## config.mk

```make
export PLATFORM = sky130hd
export DESIGN_NAME = goto_packet_deframer_flat
export DESIGN_NICKNAME = d
export VERILOG_FILES = /design/src/rtl/gpd_pkg.sv /design/src/rtl/gpd_stream_if.sv /design/src/rtl/gpd_parser.sv /design/src/rtl/goto_packet_deframer.sv /design/src/flat_wrapper.sv
export SDC_FILE = /design/constraint.sdc
export NUM_CORES = 1
export LEC_CHECK = 0
export BUFFER_PORTS_ARGS = -buffer_cell sky130_fd_sc_hd__buf_4
export CAP_MARGIN = 20
export CORE_MARGIN = 2
export CORE_UTILIZATION = 59
export CTS_CLUSTER_SIZE = 30
export DETAILED_ROUTE_END_ITERATION = 8
export PLACE_DENSITY = 0.8
export SETUP_SLACK_MARGIN = 0.3
export SLEW_MARGIN = 20
export SYNTH_ARGS = -nofsm -noshare
export SYNTH_HDL_FRONTEND = slang
export SYNTH_SLANG_ARGS = --single-unit
export TNS_END_PERCENT = 100
```

## constraint.sdc

```tcl
create_clock -name clock -period 10.45 [get_ports clock]
set_clock_uncertainty 0.2 [all_clocks]
set_input_delay 2.09 -clock clock [delete_from_list [all_inputs] [get_ports clock]]
set_output_delay 2.09 -clock clock [all_outputs]
set_load 0.01 [all_outputs]
```

## src/rtl/gpd_pkg.sv

```systemverilog
// ----------------------------------------------------------------------------
// Goto packet deframer package
// Word types, event codes and framing constants.
// ----------------------------------------------------------------------------
package gpd_pkg;

   typedef enum logic [1:0] {
      EV_GOTO       = 2'd0,
      EV_BAD_SIZE   = 2'd1,
      EV_SHORT_GOTO = 2'd2,
      EV_IGNORED    = 2'd3
   } event_kind_type;

   typedef struct packed {
      logic [7:0]         rx_byte;
      logic signed [63:0] now_time;
   } req_payload_type;

   typedef struct packed {
      event_kind_type     event_kind;
      logic [31:0]        right_ascension;
      logic signed [31:0] declination;
      logic signed [63:0] time_offset;
      logic [15:0]        packet_type;
      logic [15:0]        packet_size;
   } rsp_payload_type;

   // Framing layout (byte positions within a packet)
   localparam int unsigned POS_LEN_LO   = 0;
   localparam int unsigned POS_LEN_HI   = 1;
   localparam int unsigned POS_TYPE_LO  = 2;
   localparam int unsigned POS_TYPE_HI  = 3;
   localparam int unsigned POS_TIME     = 4;
   localparam int unsigned POS_RA       = 12;
   localparam int unsigned POS_DEC      = 16;
   localparam int unsigned POS_FIELDS_END = 20;

   localparam logic [15:0] MIN_LEN      = 16'd4;
   localparam logic [15:0] GOTO_MIN_LEN = 16'd20;
   localparam logic [15:0] GOTO_TYPE    = 16'd0;

   localparam logic signed [63:0] OFFSET_RESET = 64'sh7FFF_FFFF_FFFF_FFFF;

endpackage

```

## src/rtl/gpd_stream_if.sv

```systemverilog
// ----------------------------------------------------------------------------
// Goto packet deframer stream channel
// Valid/ready channel carrying one word of a given payload type.
// ----------------------------------------------------------------------------
interface gpd_stream_if #(
   parameter type payload_type = logic
);
   logic        valid;
   logic        ready;
   payload_type payload;

   modport source (output valid, output payload, input ready);
   modport sink   (input valid, input payload, output ready);
endinterface

```

## src/rtl/gpd_parser.sv

```systemverilog
// ----------------------------------------------------------------------------
// Goto packet deframer parser
// Framing state and per-byte field decode; yields at most one result per byte.
// ----------------------------------------------------------------------------
module gpd_parser #(
   parameter int unsigned MAX_PACKET = 128
) (
   input  logic                     clock,
   input  logic                     reset,
   input  logic                     step_valid,
   input  gpd_pkg::req_payload_type item,
   output logic                     result_valid,
   output gpd_pkg::rsp_payload_type result
);
   import gpd_pkg::*;

   // Position counter must also hold position + 1 up to MAX_PACKET
   localparam int unsigned PosW = $clog2(MAX_PACKET + 1);

   logic               hung_ff, hung_in;
   logic [PosW-1:0]    pos_ff, pos_in;
   logic [15:0]        len_ff, len_in;
   logic [15:0]        type_ff, type_in;
   logic [63:0]        ctime_ff, ctime_in;
   logic [31:0]        ra_ff, ra_in;
   logic [31:0]        dec_ff, dec_in;
   logic signed [63:0] offset_ff, offset_in;

   logic [PosW-1:0]    pos_plus;
   logic [PosW-1:0]    rel_time;
   logic [PosW-1:0]    rel_ra;
   logic [PosW-1:0]    rel_dec;
   logic               done;

   assign pos_plus = pos_ff + PosW'(1);
   assign rel_time = pos_ff - PosW'(POS_TIME);
   assign rel_ra   = pos_ff - PosW'(POS_RA);
   assign rel_dec  = pos_ff - PosW'(POS_DEC);

   always_comb begin
      hung_in      = hung_ff;
      pos_in       = pos_ff;
      len_in       = len_ff;
      type_in      = type_ff;
      ctime_in     = ctime_ff;
      ra_in        = ra_ff;
      dec_in       = dec_ff;
      offset_in    = offset_ff;
      done         = 1'b0;
      result_valid = 1'b0;
      result       = '{event_kind: EV_IGNORED, right_ascension: '0, declination: '0,
                       time_offset: offset_ff, packet_type: '0, packet_size: '0};

      if (step_valid && !hung_ff) begin
         // Field capture for this byte
         if (pos_ff == PosW'(POS_LEN_LO)) begin
            len_in = {8'h00, item.rx_byte};
         end else if (pos_ff == PosW'(POS_LEN_HI)) begin
            len_in = {item.rx_byte, len_ff[7:0]};
         end else if (pos_ff == PosW'(POS_TYPE_LO)) begin
            type_in = {8'h00, item.rx_byte};
         end else if (pos_ff == PosW'(POS_TYPE_HI)) begin
            type_in = {item.rx_byte, type_ff[7:0]};
         end else if (pos_ff < PosW'(POS_RA)) begin
            ctime_in[rel_time[2:0]*8 +: 8] = item.rx_byte;
         end else if (pos_ff < PosW'(POS_DEC)) begin
            ra_in[rel_ra[1:0]*8 +: 8] = item.rx_byte;
         end else if (pos_ff < PosW'(POS_FIELDS_END)) begin
            dec_in[rel_dec[1:0]*8 +: 8] = item.rx_byte;
         end

         done = (pos_plus >= PosW'(2)) && (16'(pos_plus) >= len_in);

         if (pos_ff == PosW'(POS_LEN_HI) &&
             (len_in > 16'(MAX_PACKET) || len_in < MIN_LEN)) begin
            // Bad length: hang up for good
            hung_in            = 1'b1;
            pos_in             = '0;
            result_valid       = 1'b1;
            result.event_kind  = EV_BAD_SIZE;
            result.packet_size = len_in;
         end else if (done) begin
            pos_in             = '0;
            result_valid       = 1'b1;
            result.packet_type = type_in;
            result.packet_size = len_in;
            if (type_in == GOTO_TYPE) begin
               if (len_in < GOTO_MIN_LEN) begin
                  hung_in           = 1'b1;
                  result.event_kind = EV_SHORT_GOTO;
               end else begin
                  offset_in              = item.now_time - $signed(ctime_in);
                  result.event_kind      = EV_GOTO;
                  result.right_ascension = ra_in;
                  result.declination     = $signed(dec_in);
                  result.time_offset     = offset_in;
               end
            end else begin
               result.event_kind = EV_IGNORED;
            end
         end else begin
            pos_in = pos_plus;
         end
      end
   end

   always_ff @(posedge clock) begin
      if (reset) begin
         hung_ff   <= 1'b0;
         pos_ff    <= '0;
         len_ff    <= '0;
         type_ff   <= '0;
         ctime_ff  <= '0;
         ra_ff     <= '0;
         dec_ff    <= '0;
         offset_ff <= OFFSET_RESET;
      end else begin
         hung_ff   <= hung_in;
         pos_ff    <= pos_in;
         len_ff    <= len_in;
         type_ff   <= type_in;
         ctime_ff  <= ctime_in;
         ra_ff     <= ra_in;
         dec_ff    <= dec_in;
         offset_ff <= offset_in;
      end
   end

endmodule

```

## src/rtl/goto_packet_deframer.sv

```systemverilog
// ----------------------------------------------------------------------------
// Goto packet deframer
// Splits a received byte stream into length/type framed packets and reports
// goto requests, size errors, short goto packets and ignored packets.
// ----------------------------------------------------------------------------
//
//   channel   modport  payload                     word
//   -------   -------  --------------------------  -----------------------------
//   req_chan  sink     gpd_pkg::req_payload_type   one stream byte + server time
//   rsp_chan  source   gpd_pkg::rsp_payload_type   one packet event
//
// One byte is taken every cycle while the result side keeps up; a byte's
// event passes from the input register through the parser into the result
// register before it shows on rsp_chan.
// A stalled result holds the parser and input register; req_chan.ready then
// drops only once the input register is also full.
// Reset is synchronous and clears framing state; the stored time offset
// returns to its largest positive value.
// After a size error or a short goto packet every byte is taken and dropped
// until reset.
// ----------------------------------------------------------------------------
module goto_packet_deframer #(
   parameter int unsigned MAX_PACKET = 128
) (
   input  logic         clock,
   input  logic         reset,
   gpd_stream_if.sink   req_chan,
   gpd_stream_if.source rsp_chan
);
   import gpd_pkg::*;

   // Input register
   logic            in_valid_ff, in_valid_in;
   req_payload_type in_word_ff;

   // Result register
   logic            out_valid_ff, out_valid_in;
   rsp_payload_type out_word_ff;

   logic            out_free;
   logic            step;
   logic            req_take;
   logic            res_valid;
   rsp_payload_type res_word;

   // Advance the input word into the parser whenever the result slot can take
   // whatever it produces.
   assign out_free = !out_valid_ff || rsp_chan.ready;
   assign step     = in_valid_ff && out_free;
   assign req_chan.ready = !in_valid_ff || out_free;
   assign req_take = req_chan.valid && req_chan.ready;

   gpd_parser #(
      .MAX_PACKET (MAX_PACKET)
   ) u_parser (
      .clock        (clock),
      .reset        (reset),
      .step_valid   (step),
      .item         (in_word_ff),
      .result_valid (res_valid),
      .result       (res_word)
   );

   always_comb begin
      // Hold the input word until the parser consumes it
      if (req_take) begin
         in_valid_in = 1'b1;
      end else if (step) begin
         in_valid_in = 1'b0;
      end else begin
         in_valid_in = in_valid_ff;
      end

      // Load a fresh event, drop a delivered one, otherwise hold
      if (step && res_valid) begin
         out_valid_in = 1'b1;
      end else if (rsp_chan.ready) begin
         out_valid_in = 1'b0;
      end else begin
         out_valid_in = out_valid_ff;
      end
   end

   always_ff @(posedge clock) begin
      if (reset) begin
         in_valid_ff  <= 1'b0;
         out_valid_ff <= 1'b0;
      end else begin
         in_valid_ff  <= in_valid_in;
         out_valid_ff <= out_valid_in;
      end
   end

   always_ff @(posedge clock) begin
      if (req_take) begin
         in_word_ff <= req_chan.payload;
      end
      if (step && res_valid) begin
         out_word_ff <= res_word;
      end
   end

   assign rsp_chan.valid   = out_valid_ff;
   assign rsp_chan.payload = out_word_ff;

endmodule

```

## src/flat_wrapper.sv

```systemverilog
// flat-port wrapper written by rule: the top's interface ports become plain ports
module goto_packet_deframer_flat import gpd_pkg::*;
#(
   parameter int unsigned MAX_PACKET = 128
)
  (clock, reset, req_chan_valid, req_chan_payload, req_chan_ready, rsp_chan_valid, rsp_chan_payload, rsp_chan_ready);
  gpd_stream_if #(.payload_type(req_payload_type)) req_chan_i ();
  gpd_stream_if #(.payload_type(rsp_payload_type)) rsp_chan_i ();
  input  logic clock;
  input  logic reset;
  input wire logic [$bits(req_chan_i.valid)-1:0] req_chan_valid;
  input wire logic [$bits(req_chan_i.payload)-1:0] req_chan_payload;
  output wire logic [$bits(req_chan_i.ready)-1:0] req_chan_ready;
  output wire logic [$bits(rsp_chan_i.valid)-1:0] rsp_chan_valid;
  output wire logic [$bits(rsp_chan_i.payload)-1:0] rsp_chan_payload;
  input wire logic [$bits(rsp_chan_i.ready)-1:0] rsp_chan_ready;
  assign req_chan_i.valid = req_chan_valid;
  assign req_chan_i.payload = req_chan_payload;
  assign req_chan_ready = req_chan_i.ready;
  assign rsp_chan_valid = rsp_chan_i.valid;
  assign rsp_chan_payload = rsp_chan_i.payload;
  assign rsp_chan_i.ready = rsp_chan_ready;
  goto_packet_deframer #(.MAX_PACKET(MAX_PACKET)) u_core (.clock(clock), .reset(reset), .req_chan(req_chan_i), .rsp_chan(rsp_chan_i));
endmodule
```

==> results of run 1 <==
-- through the flow --
step | util [%] | area [um^2] | std cells
floorplan | - | 22300 | 2303
global placement | 64.95 | 24290 | 2914
detailed placement | 64.95 | 24290 | 2914
CTS | 69.16 | 25870 | 3000
global route | 69.17 | 25870 | 3000
finish | 69.17 | 25870 | 3000
-- cell usage after synthesis (7+ instances only) --
| master | count | area share, % |
|---|---|---|
| sky130_fd_sc_hd__nor2_1 | 294 | 4.9 |
| sky130_fd_sc_hd__nand2_1 | 266 | 4.5 |
| sky130_fd_sc_hd__dfxtp_1 | 235 | 21 |
| sky130_fd_sc_hd__edfxtp_1 | 234 | 32 |
| sky130_fd_sc_hd__a21oi_1 | 192 | 4.3 |
| sky130_fd_sc_hd__clkbuf_1 | 142 | 2.4 |
| sky130_fd_sc_hd__o21ai_0 | 113 | 2.5 |
| sky130_fd_sc_hd__a211oi_1 | 82 | 2.8 |
| sky130_fd_sc_hd__ha_1 | 75 | 4.2 |
| sky130_fd_sc_hd__a22oi_1 | 71 | 2.4 |
| sky130_fd_sc_hd__nand3_1 | 59 | 1.3 |
| sky130_fd_sc_hd__nand2b_1 | 55 | 1.5 |
| sky130_fd_sc_hd__xnor2_1 | 43 | 1.7 |
| sky130_fd_sc_hd__mux2i_1 | 42 | 1.9 |
| sky130_fd_sc_hd__nor3_1 | 42 | 0.94 |
| sky130_fd_sc_hd__a21o_1 | 39 | 1.3 |
| sky130_fd_sc_hd__and3_1 | 24 | 0.67 |
| sky130_fd_sc_hd__xor2_1 | 24 | 0.94 |
| sky130_fd_sc_hd__inv_1 | 22 | 0.37 |
| sky130_fd_sc_hd__nand4_1 | 22 | 0.62 |
| sky130_fd_sc_hd__and2_1 | 18 | 0.51 |
| sky130_fd_sc_hd__a31oi_1 | 17 | 0.48 |
| sky130_fd_sc_hd__o21a_1 | 16 | 0.54 |
| sky130_fd_sc_hd__o211ai_1 | 14 | 0.47 |
| sky130_fd_sc_hd__buf_1 | 12 | 0.20 |
| sky130_fd_sc_hd__nor2b_1 | 12 | 0.34 |
| sky130_fd_sc_hd__o21bai_1 | 11 | 0.37 |
| sky130_fd_sc_hd__or2_2 | 9 | 0.25 |
| sky130_fd_sc_hd__nor4_1 | 8 | 0.22 |
| sky130_fd_sc_hd__nor3b_1 | 7 | 0.24 |
| sky130_fd_sc_hd__o31ai_1 | 7 | 0.24 |
-- layer usage --
metal,up-vias,GRT usage [%]
met2,775,48.34
li1,8608,-
met5,-,0
met4,0,10.03
met3,145,4.595
met1,8627,39.33
-- critical path: stages, from the launching register on --
cell and delay, ps:
sky130_fd_sc_hd__dfxtp_1 900, sky130_fd_sc_hd__inv_1 240, sky130_fd_sc_hd__ha_1 590, sky130_fd_sc_hd__nor4_2 560
sky130_fd_sc_hd__o211ai_1 130, sky130_fd_sc_hd__nor2_1 300, sky130_fd_sc_hd__nand4_1 390, sky130_fd_sc_hd__o21ai_0 360
sky130_fd_sc_hd__ha_1 230, sky130_fd_sc_hd__inv_1 60, sky130_fd_sc_hd__fa_1 420, sky130_fd_sc_hd__a211oi_1 290
sky130_fd_sc_hd__o21ai_0 170, sky130_fd_sc_hd__and3_1 220, sky130_fd_sc_hd__o21ai_0 320, sky130_fd_sc_hd__nand2b_1 130
sky130_fd_sc_hd__o2111ai_1 290, sky130_fd_sc_hd__nand3b_4 170, sky130_fd_sc_hd__a41oi_2 400, sky130_fd_sc_hd__o21ai_0 220
sky130_fd_sc_hd__a41oi_1 250, sky130_fd_sc_hd__xor2_1 200, sky130_fd_sc_hd__o21ai_0 120
-- area by class of cell --
class | instances | area [um^2] | area share (%)
clock inverters | 20 | 270.3 | 1.045
repair buffers | 259 | 1948 | 7.530
well taps | 511 | 639.4 | 2.471
multi-input cells | 1653 | 9887 | 38.22
inverters | 22 | 87.58 | 0.3385
flip-flops and latches | 469 | 11730 | 45.35
clock buffers | 66 | 1308 | 5.054
-- registers in the layout, indices dropped and copies added (netlist names), 8 cells and up --
signal,cells
u_core.u_parser.len_ff,16
u_core.u_parser.offset_ff,64
u_core.u_parser.ra_ff,32
u_core.in_word_ff,72
u_core.rsp_chan.payload,162
u_core.u_parser.pos_ff,8
u_core.u_parser.dec_ff,32
u_core.u_parser.ctime_ff,64
u_core.u_parser.type_ff,16
-- kinds of logic after synthesis --
kind of cell               count (synthesis)  share of synthesized area, %
buffers and inverters                    181                         3.103
xor gates and xnor gates                  68                         2.705
adders and majority gates                 79                         4.433
AOI/OAI and AO/OA                        614                         17.68
muxes                                     46                         2.189
DFF                                      469                         52.62
and+or+nand+nor                          846                         17.27
-- power by group through the flow --
stage / clock [mW] / combinational [mW] / sequential [mW]
global placement: 0 / 0.497 / 2.04
CTS: 1.75 / 0.510 / 2.00
detailed placement: 0 / 0.506 / 2.04
finish: 1.74 / 0.517 / 2.00
floorplan: 0 / 0.356 / 2.03
global route: 1.82 / 0.565 / 2.00
-- worst max-delay path by stage --
| stage | to | slack [ps] | depth (start not counted) |
|---|---|---|---|
| 4_1_cts | u_core.rsp_chan.payload[94]$_DFFE_PP_ | 3140 | 22 |
| 3_5_place_dp | u_core.rsp_chan.payload[94]$_DFFE_PP_ | 3220 | 22 |
| 2_1_floorplan | u_core.rsp_chan.payload[0]$_SDFFCE_PN0P_ | 2800 | 19 |
| 6_report | u_core.rsp_chan.payload[94]$_DFFE_PP_ | 3000 | 22 |
| 3_3_place_gp | u_core.rsp_chan.payload[94]$_DFFE_PP_ | 3410 | 22 |
| 5_1_grt | u_core.rsp_chan.payload[94]$_DFFE_PP_ | 2290 | 22 |
==> results.toml, run 1 <==
[flow_run]
maxCapViolations = 0

[global_routing]
grt_antenna_before_repair = 0
wire_length_of_the_first_global_routing_pass_um = 90490
grtUsageTotal_pct = 29.24
overflow = 0
number_of_global_route_vias_before_repair = 17030
largest_net_degree_at_the_start_of_global_routing = 122

[die]
start_util_pct = 59.61
placementRows = 71
floorplan.die.height_um = 198.4
placeableCoreArea_um2 = 37400
die_w_um = 198.4
ioPinCount = 240
die_area_um2 = 39360

[power_and_ir_drop]
part_of_the_total_power_dissipated_in_combinational_logic_pct = 12.2
sw_frac_of_total_pct = 25.02
pwrdens_nw_per_um2 = 164.4
design_power_total_mw = 4.253
share_clk_of_total_power_pct = 40.8
total_switching_power_mw = 1.064
max-vdd-ir-drop_mv = 0.1500
power.static_leakage_nw = 9.370
power.sequential.fraction_pct = 47.0
power.internal_mw = 3.189

[timing]
holdWs_ps = 263.6
setup_total_negative_slack_ps = 0
worst_slew_margin_rel_pct = 26.69
final-max-slew-violation-count = 0
post-route-min-period_ps = 7453
setup_viol_count_final = 0
max_freq_ghz = 0.1342
layout_setup_ws_ps = 2997
hold_violations = 0
min_period_over_period_pct = 71.32
unrepaired_setup_endpoints_after_global_routing = "false"
worst_margin_slew_ps = 1100

[clock_tree]
insertion_delay_of_the_later_clocked_pin_in_the_worst_skew_pair_ps = 600
htree_num_levels = 2
cell_at_the_root_of_the_clock_tree = "sky130_fd_sc_hd__clkbuf_16"
cts_setup_buffers = 0
cts_tree = "done"
cts_num_sinks = 469
holdBufCountCts = 0
cts_resized = 0
worst_setup_hold_path_clk_slew_ps = 60
cts.path.max_buffers = 3
numCtsBuffers = 46

[drt]
wl_met3_um = 4109
detailroute.via_count = 18160
routed_wl_um = 58200
wl_met2_um = 27930
dr.pass1.iters = 6
drcViolationCount = 0
routedLengthMet1_um = 24360
drt-wirelength-per-cell_um = 19.40
ant_nets = 0
detail_route.vias_per_cell = 6.052
detail_route.iter0.violations = 1629
dr.max_layer_used = "met4"

[critical_path]
crit-reg2reg-launch = "u_core.u_parser.pos_ff[0]$_SDFFE_PP0P_"
kind_of_end_point_of_the_critical_path = "register"
timing.critical_path.arrival_ps = 7550
r2r-end = "u_core.rsp_chan.payload[94]$_DFFE_PP_"
critical_path_class = "register to register"
number_of_cells_on_the_worst_reg_to_reg_path = 22
worst_setup_path_startpoint = "u_core.u_parser.pos_ff[0]$_SDFFE_PP0P_"
worst_setup_sp_type = "register"
worst-path-max-fanout = 28
crit_required_ps = 10540
reg2reg_setup_slack_ps = 3000

[synth]
synth_edf_count = 234
ff_latch_count_synth = 469
synthDistinctLibCells = 79
post_synthesis_cell_area_um2 = 22300
yosysWarnings = 0
yosys_most_used_dff = "sky130_fd_sc_hd__dfxtp_1"
post_synth.cell_area_avg_um2 = 9.681
synthCells = 2303
synth.yosys.seq_area_share_pct = 52.62
mappedNetlistNets = 2455
synth_async_sr_flop_share_pct = 0

[place]
place_hpwl_um = 39420
buffer_ports.inserted = 239
placement.setup.worst_slack_ps = 3220
gp_congestion = 0.9199

[hold_path]
holdPathEnd = "u_core.u_parser.offset_ff[58]$_SDFFE_PP1P_"
hold_path_depth = 2
worstHoldStart = "u_core.u_parser.offset_ff[58]$_SDFFE_PP1P_"
timing.hold.worst.class = "register to register"

[cells_and_area]
diodes = 0
nNetsFinal = 2603
leading_cell_types_in_the_layout_fill_and_taps_excluded = "294 x sky130_fd_sc_hd__nor2_1, 266 x sky130_fd_sc_hd__nand2_1, 258 x sky130_fd_sc_hd__buf_4"
layout.cells.most_common = "sky130_fd_sc_hd__nor2_1"
syn_to_final_growth_pct = 16.04
drive_gt1_share_pct = 14.70
fill_cells = 2755

[run_status]
run_status = "finished clean"
Power figures use the tool's default switching activity.
==> run 2: changes to the inputs <==
--- a/config.mk
+++ b/config.mk
@@ -8,10 +8,10 @@
 export BUFFER_PORTS_ARGS = -buffer_cell sky130_fd_sc_hd__buf_4
 export CAP_MARGIN = 20
 export CORE_MARGIN = 2
-export CORE_UTILIZATION = 59
+export CORE_UTILIZATION = 53
 export CTS_CLUSTER_SIZE = 30
 export DETAILED_ROUTE_END_ITERATION = 8
-export PLACE_DENSITY = 0.8
+export PLACE_DENSITY = 0.76
 export SETUP_SLACK_MARGIN = 0.3
 export SLEW_MARGIN = 20
 export SYNTH_ARGS = -nofsm -noshare
==> constraint.sdc (replaced) <==
create_clock -name clock -period 6.28 [get_ports clock]
set_clock_uncertainty 0.2 [all_clocks]
set_input_delay 1.256 -clock clock [delete_from_list [all_inputs] [get_ports clock]]
set_output_delay 1.256 -clock clock [all_outputs]
set_load 0.01 [all_outputs]
==> results.toml, run 2 (synthesis results as in run 1) <==
[timing]
worst_margin_slew_ps = 1129
min_period_over_period_pct = 91.69
unrepaired_setup_endpoints_after_global_routing = "true"
setup_viol_count_final = 0
max_freq_ghz = 0.1737
worst_slew_margin_rel_pct = 24.71
post-route-min-period_ps = 5758
final-max-slew-violation-count = 0
hold_violations = 0

[drt]
detailroute.via_count = 18190
dr.pass1.iters = 6
drt-wirelength-per-cell_um = 20.56
routed_wl_um = 63010
detail_route.iter0.violations = 1764
ant_nets = 0
detail_route.vias_per_cell = 5.938
drcViolationCount = 0

[run_status]
run_status = "finished clean"

[clock_tree]
cts.path.max_buffers = 3
cts_tree = "done"
holdBufCountCts = 0
worst_setup_hold_path_clk_slew_ps = 70
htree_num_levels = 2
cell_at_the_root_of_the_clock_tree = "sky130_fd_sc_hd__clkbuf_16"
insertion_delay_of_the_later_clocked_pin_in_the_worst_skew_pair_ps = 600
cts_num_sinks = 469
numCtsBuffers = 47

[cells_and_area]
syn_to_final_growth_pct = 17.67
nNetsFinal = 2636
drive_gt1_share_pct = 16.73
post_layout_nonfiller_instances = 3064
utilization_pct = 62.82
largest_register_ff_count = 162
area.sequential_um2 = 11730
post-route-cell-area_um2 = 26230
layout.cells.most_common = "sky130_fd_sc_hd__nor2_1"
leading_cell_types_in_the_layout_fill_and_taps_excluded = "292 x sky130_fd_sc_hd__nor2_1, 284 x sky130_fd_sc_hd__buf_4, 262 x sky130_fd_sc_hd__nand2_1"
fill_cells = 3356
multi_input_area_um2 = 10000

[critical_path]
crit_path_cell_trace = "inv_1, ha_2, buf_4, ha_1, a21boi_2, o211a_1, and4_4, nor2b_1, a41oi_1, ha_1, a21oi_1, o21ai_0, a21o_1, maj3_1, nand3_1, nand3b_4, a41oi_4, o21ai_0, a41oi_1, xor2_1, o21ai_0"
kind_of_end_point_of_the_critical_path = "register"
critical_path_class = "register to register"
cp_common_cell = "sky130_fd_sc_hd__o21ai_0"
buffering_stage_count_on_the_worst_path_with_inverters_included = 2
cell_family_contributing_the_most_delay_on_the_critical_path = "compound AO/OA/AOI/OAI gates"
worst_setup_sp_type = "register"
timing.critical_path.arrival_ps = 5860
worst-path-max-fanout = 11
critPathMaxStageDelay_ps = 420
crit_required_ps = 6380
library_cell_contributing_the_largest_single_delay_on_the_critical_path = "sky130_fd_sc_hd__dfxtp_1"

[global_routing]
grtUsageTotal_pct = 27.87
overflow = 0
wire_length_of_the_first_global_routing_pass_um = 95670
number_of_global_route_vias_before_repair = 17090
grt_antenna_before_repair = 1
largest_net_degree_at_the_start_of_global_routing = 164

[die]
die_w_um = 209.1
placementRows = 75
start_util_pct = 53.39
placeableCoreArea_um2 = 41760
floorplan.die.height_um = 209.1
ioPinCount = 240
die_area_um2 = 43720

[place]
gp_congestion = 0.9656
buffer_ports.inserted = 239
place_area_um2 = 24590
place_hpwl_um = 44030
numPlacedInstances = 2967

[power_and_ir_drop]
power.internal_mw = 5.146
share_clk_of_total_power_pct = 39.2
max-vdd-ir-drop_mv = 0.1970
power.sequential.fraction_pct = 47.7
part_of_the_total_power_dissipated_in_combinational_logic_pct = 13.1
pwrdens_nw_per_um2 = 266.2
power.static_leakage_nw = 9.558
total_switching_power_mw = 1.836
sw_frac_of_total_pct = 26.30

[flow_run]
maxCapViolations = 0

[hold_path]
timing.hold.worst.class = "register to register"
## run 2: cell type report
cell class                 count  share of cell area (%)
sequential                   469                   44.73
multi-input combinational   1654                   38.13
timing repair buffer         290                   8.499
clock buffer                  62                   4.970
tap                          539                   2.571
clock inverter                26                  0.7583
inverter                      22                  0.3291
antenna                        2                 0.01908
## run 2: power by group through the flow
| stage | registers, mW | logic [mW] | clock network, mW |
|---|---|---|---|
| floorplan | 3.38 | 0.598 | 0 |
| global placement | 3.39 | 0.873 | 0 |
| detailed placement | 3.39 | 0.881 | 0 |
| CTS | 3.33 | 0.890 | 2.77 |
| global route | 3.33 | 0.998 | 2.89 |
| finish | 3.33 | 0.917 | 2.74 |
## run 2: worst reg2reg max path: stages (launching register included)
cell and delay [ps]:
sky130_fd_sc_hd__dfxtp_1 420, sky130_fd_sc_hd__inv_1 130, sky130_fd_sc_hd__ha_2 230, sky130_fd_sc_hd__buf_4 170, sky130_fd_sc_hd__ha_1 330, sky130_fd_sc_hd__a21boi_2 250, sky130_fd_sc_hd__o211a_1 240, sky130_fd_sc_hd__and4_4 370
sky130_fd_sc_hd__nor2b_1 80, sky130_fd_sc_hd__a41oi_1 400, sky130_fd_sc_hd__ha_1 360, sky130_fd_sc_hd__a21oi_1 170, sky130_fd_sc_hd__o21ai_0 130, sky130_fd_sc_hd__a21o_1 190, sky130_fd_sc_hd__maj3_1 360, sky130_fd_sc_hd__nand3_1 150
sky130_fd_sc_hd__nand3b_4 170, sky130_fd_sc_hd__a41oi_4 360, sky130_fd_sc_hd__o21ai_0 190, sky130_fd_sc_hd__a41oi_1 250, sky130_fd_sc_hd__xor2_1 210, sky130_fd_sc_hd__o21ai_0 100
## run 2: worst paths after layout
| path | depth (start not counted) | slack, ps | endpoint | start |
|---|---|---|---|---|
| worst min-delay path | 2 | 260 | u_core.u_parser.ra_ff[25]$_SDFFE_PP0P_ | u_core.u_parser.ra_ff[25]$_SDFFE_PP0P_ |
| worst max register to register | 21 | 520 | u_core.rsp_chan.payload[94]$_DFFE_PP_ | u_core.u_parser.pos_ff[0]$_SDFFE_PP0P_ |
| worst max-delay path | 21 | 520 | u_core.rsp_chan.payload[94]$_DFFE_PP_ | u_core.u_parser.pos_ff[0]$_SDFFE_PP0P_ |
| worst min register to register | 2 | 260 | u_core.u_parser.ra_ff[25]$_SDFFE_PP0P_ | u_core.u_parser.ra_ff[25]$_SDFFE_PP0P_ |
## run 2: layer usage
metal | GRT usage (%) | wire [um] | vias up
li1 | - | - | 8680
met1 | 37.49 | 26520 | 8685
met2 | 46.29 | 30470 | 694
met3 | 3.983 | 3962 | 135
met4 | 9.680 | 2055 | 0
met5 | 0 | 0 | -
## run 2: repair_timing
action                                  in CTS  in global routing
endpoints found under the setup margin      27                138
cloned                                       0                  1
pin swaps                                    1                  5
resized for setup                            4                 14
setup buffers                                1                  4
## run 2: stage by stage
| step | power, mW | hold WS, ps | setup TNS, ps | setup slack [ps] |
|---|---|---|---|---|
| floorplan | 3.981 | 234.9 | -72110 | -443.5 |
| global placement | 4.266 | 241.7 | 0 | 174.2 |
| detailed placement | 4.276 | 246.8 | 0 | 15.29 |
| CTS | 6.992 | 255.5 | 0 | 316.6 |
| global route | 7.223 | 272.2 | 0 | 148.1 |
| finish | 6.982 | 255.5 | 0 | 521.7 |
==> run 3: changes to the inputs <==
--- a/config.mk
+++ b/config.mk
@@ -11,7 +11,7 @@
 export CORE_UTILIZATION = 53
 export CTS_CLUSTER_SIZE = 30
 export DETAILED_ROUTE_END_ITERATION = 8
-export PLACE_DENSITY = 0.76
+export PLACE_DENSITY = 0.84
 export SETUP_SLACK_MARGIN = 0.3
 export SLEW_MARGIN = 20
 export SYNTH_ARGS = -nofsm -noshare
==> results.toml, run 3 (synthesis results as in run 1) <==
[hold_path]
worstHoldStart = "u_core.u_parser.ra_ff[25]$_SDFFE_PP0P_"
hold_path_depth = 2
timing.hold.worst.class = "register to register"
holdPathEnd = "u_core.u_parser.ra_ff[25]$_SDFFE_PP0P_"

[drt]
detail_route.vias_per_cell = 6.009
detail_route.iter0.violations = 1736
routed_wl_um = 61830
drcViolationCount = 0
ant_nets = 0
detailroute.via_count = 18360
dr.pass1.iters = 5
drt-wirelength-per-cell_um = 20.23

[timing]
unrepaired_setup_endpoints_after_global_routing = "false"
final-max-slew-violation-count = 0
hold_violations = 0
post-route-min-period_ps = 5723
min_period_over_period_pct = 91.13
worst_margin_slew_ps = 1110
max_freq_ghz = 0.1747
worst_slew_margin_rel_pct = 26.03
layout_setup_ws_ps = 557.2
setup_viol_count_final = 0

[power_and_ir_drop]
power.internal_mw = 5.146
pwrdens_nw_per_um2 = 266.9
max-vdd-ir-drop_mv = 0.2010
total_switching_power_mw = 1.853
power.static_leakage_nw = 9.562
power.sequential.fraction_pct = 47.6
sw_frac_of_total_pct = 26.47
part_of_the_total_power_dissipated_in_combinational_logic_pct = 13.0
share_clk_of_total_power_pct = 39.4
design_power_total_mw = 6.999

[global_routing]
grt_most_used_layer = "met2"
grt_antenna_before_repair = 1
gr-usage-met3_pct = 4.388
met2_usage_pct = 45.18
number_of_global_route_vias_before_repair = 17350
grtUsageTotal_pct = 27.64
wire_length_of_the_first_global_routing_pass_um = 95390
largest_net_degree_at_the_start_of_global_routing = 104
overflow = 0
globalRouteMet1Util_pct = 36.64

[cells_and_area]
drive_gt1_share_pct = 16.41
diodes = 0
leading_cell_types_in_the_layout_fill_and_taps_excluded = "293 x sky130_fd_sc_hd__nor2_1, 278 x sky130_fd_sc_hd__buf_4, 263 x sky130_fd_sc_hd__nand2_1"
largest_register_ff_count = 162
post_layout_nonfiller_instances = 3056
layout.cells.most_common = "sky130_fd_sc_hd__nor2_1"
post-route-cell-area_um2 = 26220
nNetsFinal = 2629
syn_to_final_growth_pct = 17.60

[die]
start_util_pct = 53.39
ioPinCount = 240
placementRows = 75
die_area_um2 = 43720
floorplan.die.height_um = 209.1
die_w_um = 209.1
placeableCoreArea_um2 = 41760

[critical_path]
reg2reg_setup_slack_ps = 560
timing.critical_path.arrival_ps = 6070
crit-reg2reg-launch = "u_core.u_parser.pos_ff[2]$_SDFFE_PP0P_"
critical_path_class = "register to register"
number_of_cells_on_the_worst_reg_to_reg_path = 20
kind_of_end_point_of_the_critical_path = "register"
worst-path-max-fanout = 13
worst_setup_sp_type = "register"
crit_required_ps = 6630
r2r-end = "u_core.u_parser.offset_ff[59]$_SDFFE_PP1P_"

[run_status]
run_status = "finished clean"

[place]
numPlacedInstances = 2960
buffer_ports.inserted = 239
place_hpwl_um = 43130
gp_congestion = 0.9627
place_area_um2 = 24530
placement.setup.worst_slack_ps = 178.9

[clock_tree]
htree_num_levels = 2
cell_at_the_root_of_the_clock_tree = "sky130_fd_sc_hd__clkbuf_16"
cts.path.max_buffers = 3
insertion_delay_of_the_later_clocked_pin_in_the_worst_skew_pair_ps = 600
worst_setup_hold_path_clk_slew_ps = 60
holdBufCountCts = 0
cts_num_sinks = 469
numCtsBuffers = 48
cts_tree = "done"

[flow_run]
maxCapViolations = 0
==> run 3: stage by stage <==
step | hold WS (ps) | setup TNS (ps) | util [%]
after floorplan | 234.9 | -72110 | -
after global placement | 243.0 | 0 | 58.73
after detailed placement | 247.1 | 0 | 58.73
after CTS | 255.7 | 0 | 62.38
after global routing | 279.4 | 0 | 62.79
final | 255.7 | 0 | 62.79
==> run 3: how the worst max path moves through the flow <==
stage / from / endpoint / slack, ps / cells after the start
after floorplan: u_core.u_parser.pos_ff[2]$_SDFFE_PP0P_ / u_core.rsp_chan.payload[0]$_SDFFCE_PN0P_ / -440 / 19
after global placement: u_core.u_parser.pos_ff[0]$_SDFFE_PP0P_ / u_core.rsp_chan.payload[94]$_DFFE_PP_ / 330 / 21
after detailed placement: u_core.u_parser.pos_ff[0]$_SDFFE_PP0P_ / u_core.rsp_chan.payload[89]$_DFFE_PP_ / 180 / 19
after CTS: u_core.u_parser.pos_ff[0]$_SDFFE_PP0P_ / u_core.rsp_chan.payload[94]$_DFFE_PP_ / 300 / 23
after global routing: u_core.u_parser.pos_ff[0]$_SDFFE_PP0P_ / u_core.u_parser.offset_ff[59]$_SDFFE_PP1P_ / 300 / 22
final: u_core.u_parser.pos_ff[2]$_SDFFE_PP0P_ / u_core.u_parser.offset_ff[59]$_SDFFE_PP1P_ / 560 / 20
==> run 3: power groups by stage <==
stage | Sequential, mW | Clock (mW) | Combinational (mW)
after CTS | 3.33 | 2.79 | 0.875
after global routing | 3.34 | 2.90 | 0.981
after global placement | 3.40 | 0 | 0.849
after floorplan | 3.38 | 0 | 0.598
after detailed placement | 3.40 | 0 | 0.867
final | 3.33 | 2.76 | 0.907
==> run 3: repair_timing <==
action / CTS / global route
hold endpoints to repair: 0 / 0
setup buffers: 0 / 4
resized for setup: 4 / 20
endpoints found under the setup margin: 23 / 63
pin swaps: 0 / 5
==> run 3: worst max-delay path, stage by stage (launching register included) <==
cell and delay (ps):
sky130_fd_sc_hd__dfxtp_2 390, sky130_fd_sc_hd__or4_4 630, sky130_fd_sc_hd__o211ai_1 230, sky130_fd_sc_hd__nor2_1 90, sky130_fd_sc_hd__buf_4 150, sky130_fd_sc_hd__and4_2 240, sky130_fd_sc_hd__and3_1 180, sky130_fd_sc_hd__a21oi_1 220
sky130_fd_sc_hd__ha_1 300, sky130_fd_sc_hd__o21a_1 150, sky130_fd_sc_hd__o31a_1 180, sky130_fd_sc_hd__nor3_1 90, sky130_fd_sc_hd__o31a_1 290, sky130_fd_sc_hd__o31a_1 380, sky130_fd_sc_hd__o31a_4 400, sky130_fd_sc_hd__o31ai_4 280
sky130_fd_sc_hd__a31oi_4 160, sky130_fd_sc_hd__or3_4 410, sky130_fd_sc_hd__or3_1 360, sky130_fd_sc_hd__a31oi_1 210, sky130_fd_sc_hd__or2_1 130
==> run 3: final cells by class <==
cell class                      count  area, um^2
Timing Repair Buffer              283        2193
Multi-Input combinational cell   1653       10010
Clock inverter                     33       257.7
Tap cell                          539       674.4
Fill cell                        3253       15540
Clock buffer                       57        1255
Inverter                           22       86.33
Sequential cell                   469       11740
==> run 3: layer usage <==
metal | vias to the layer above | wire [um]
met4 | 2 | 2605
li1 | 8666 | -
met3 | 185 | 4204
met5 | - | 16
met1 | 8710 | 25680
met2 | 799 | 29320
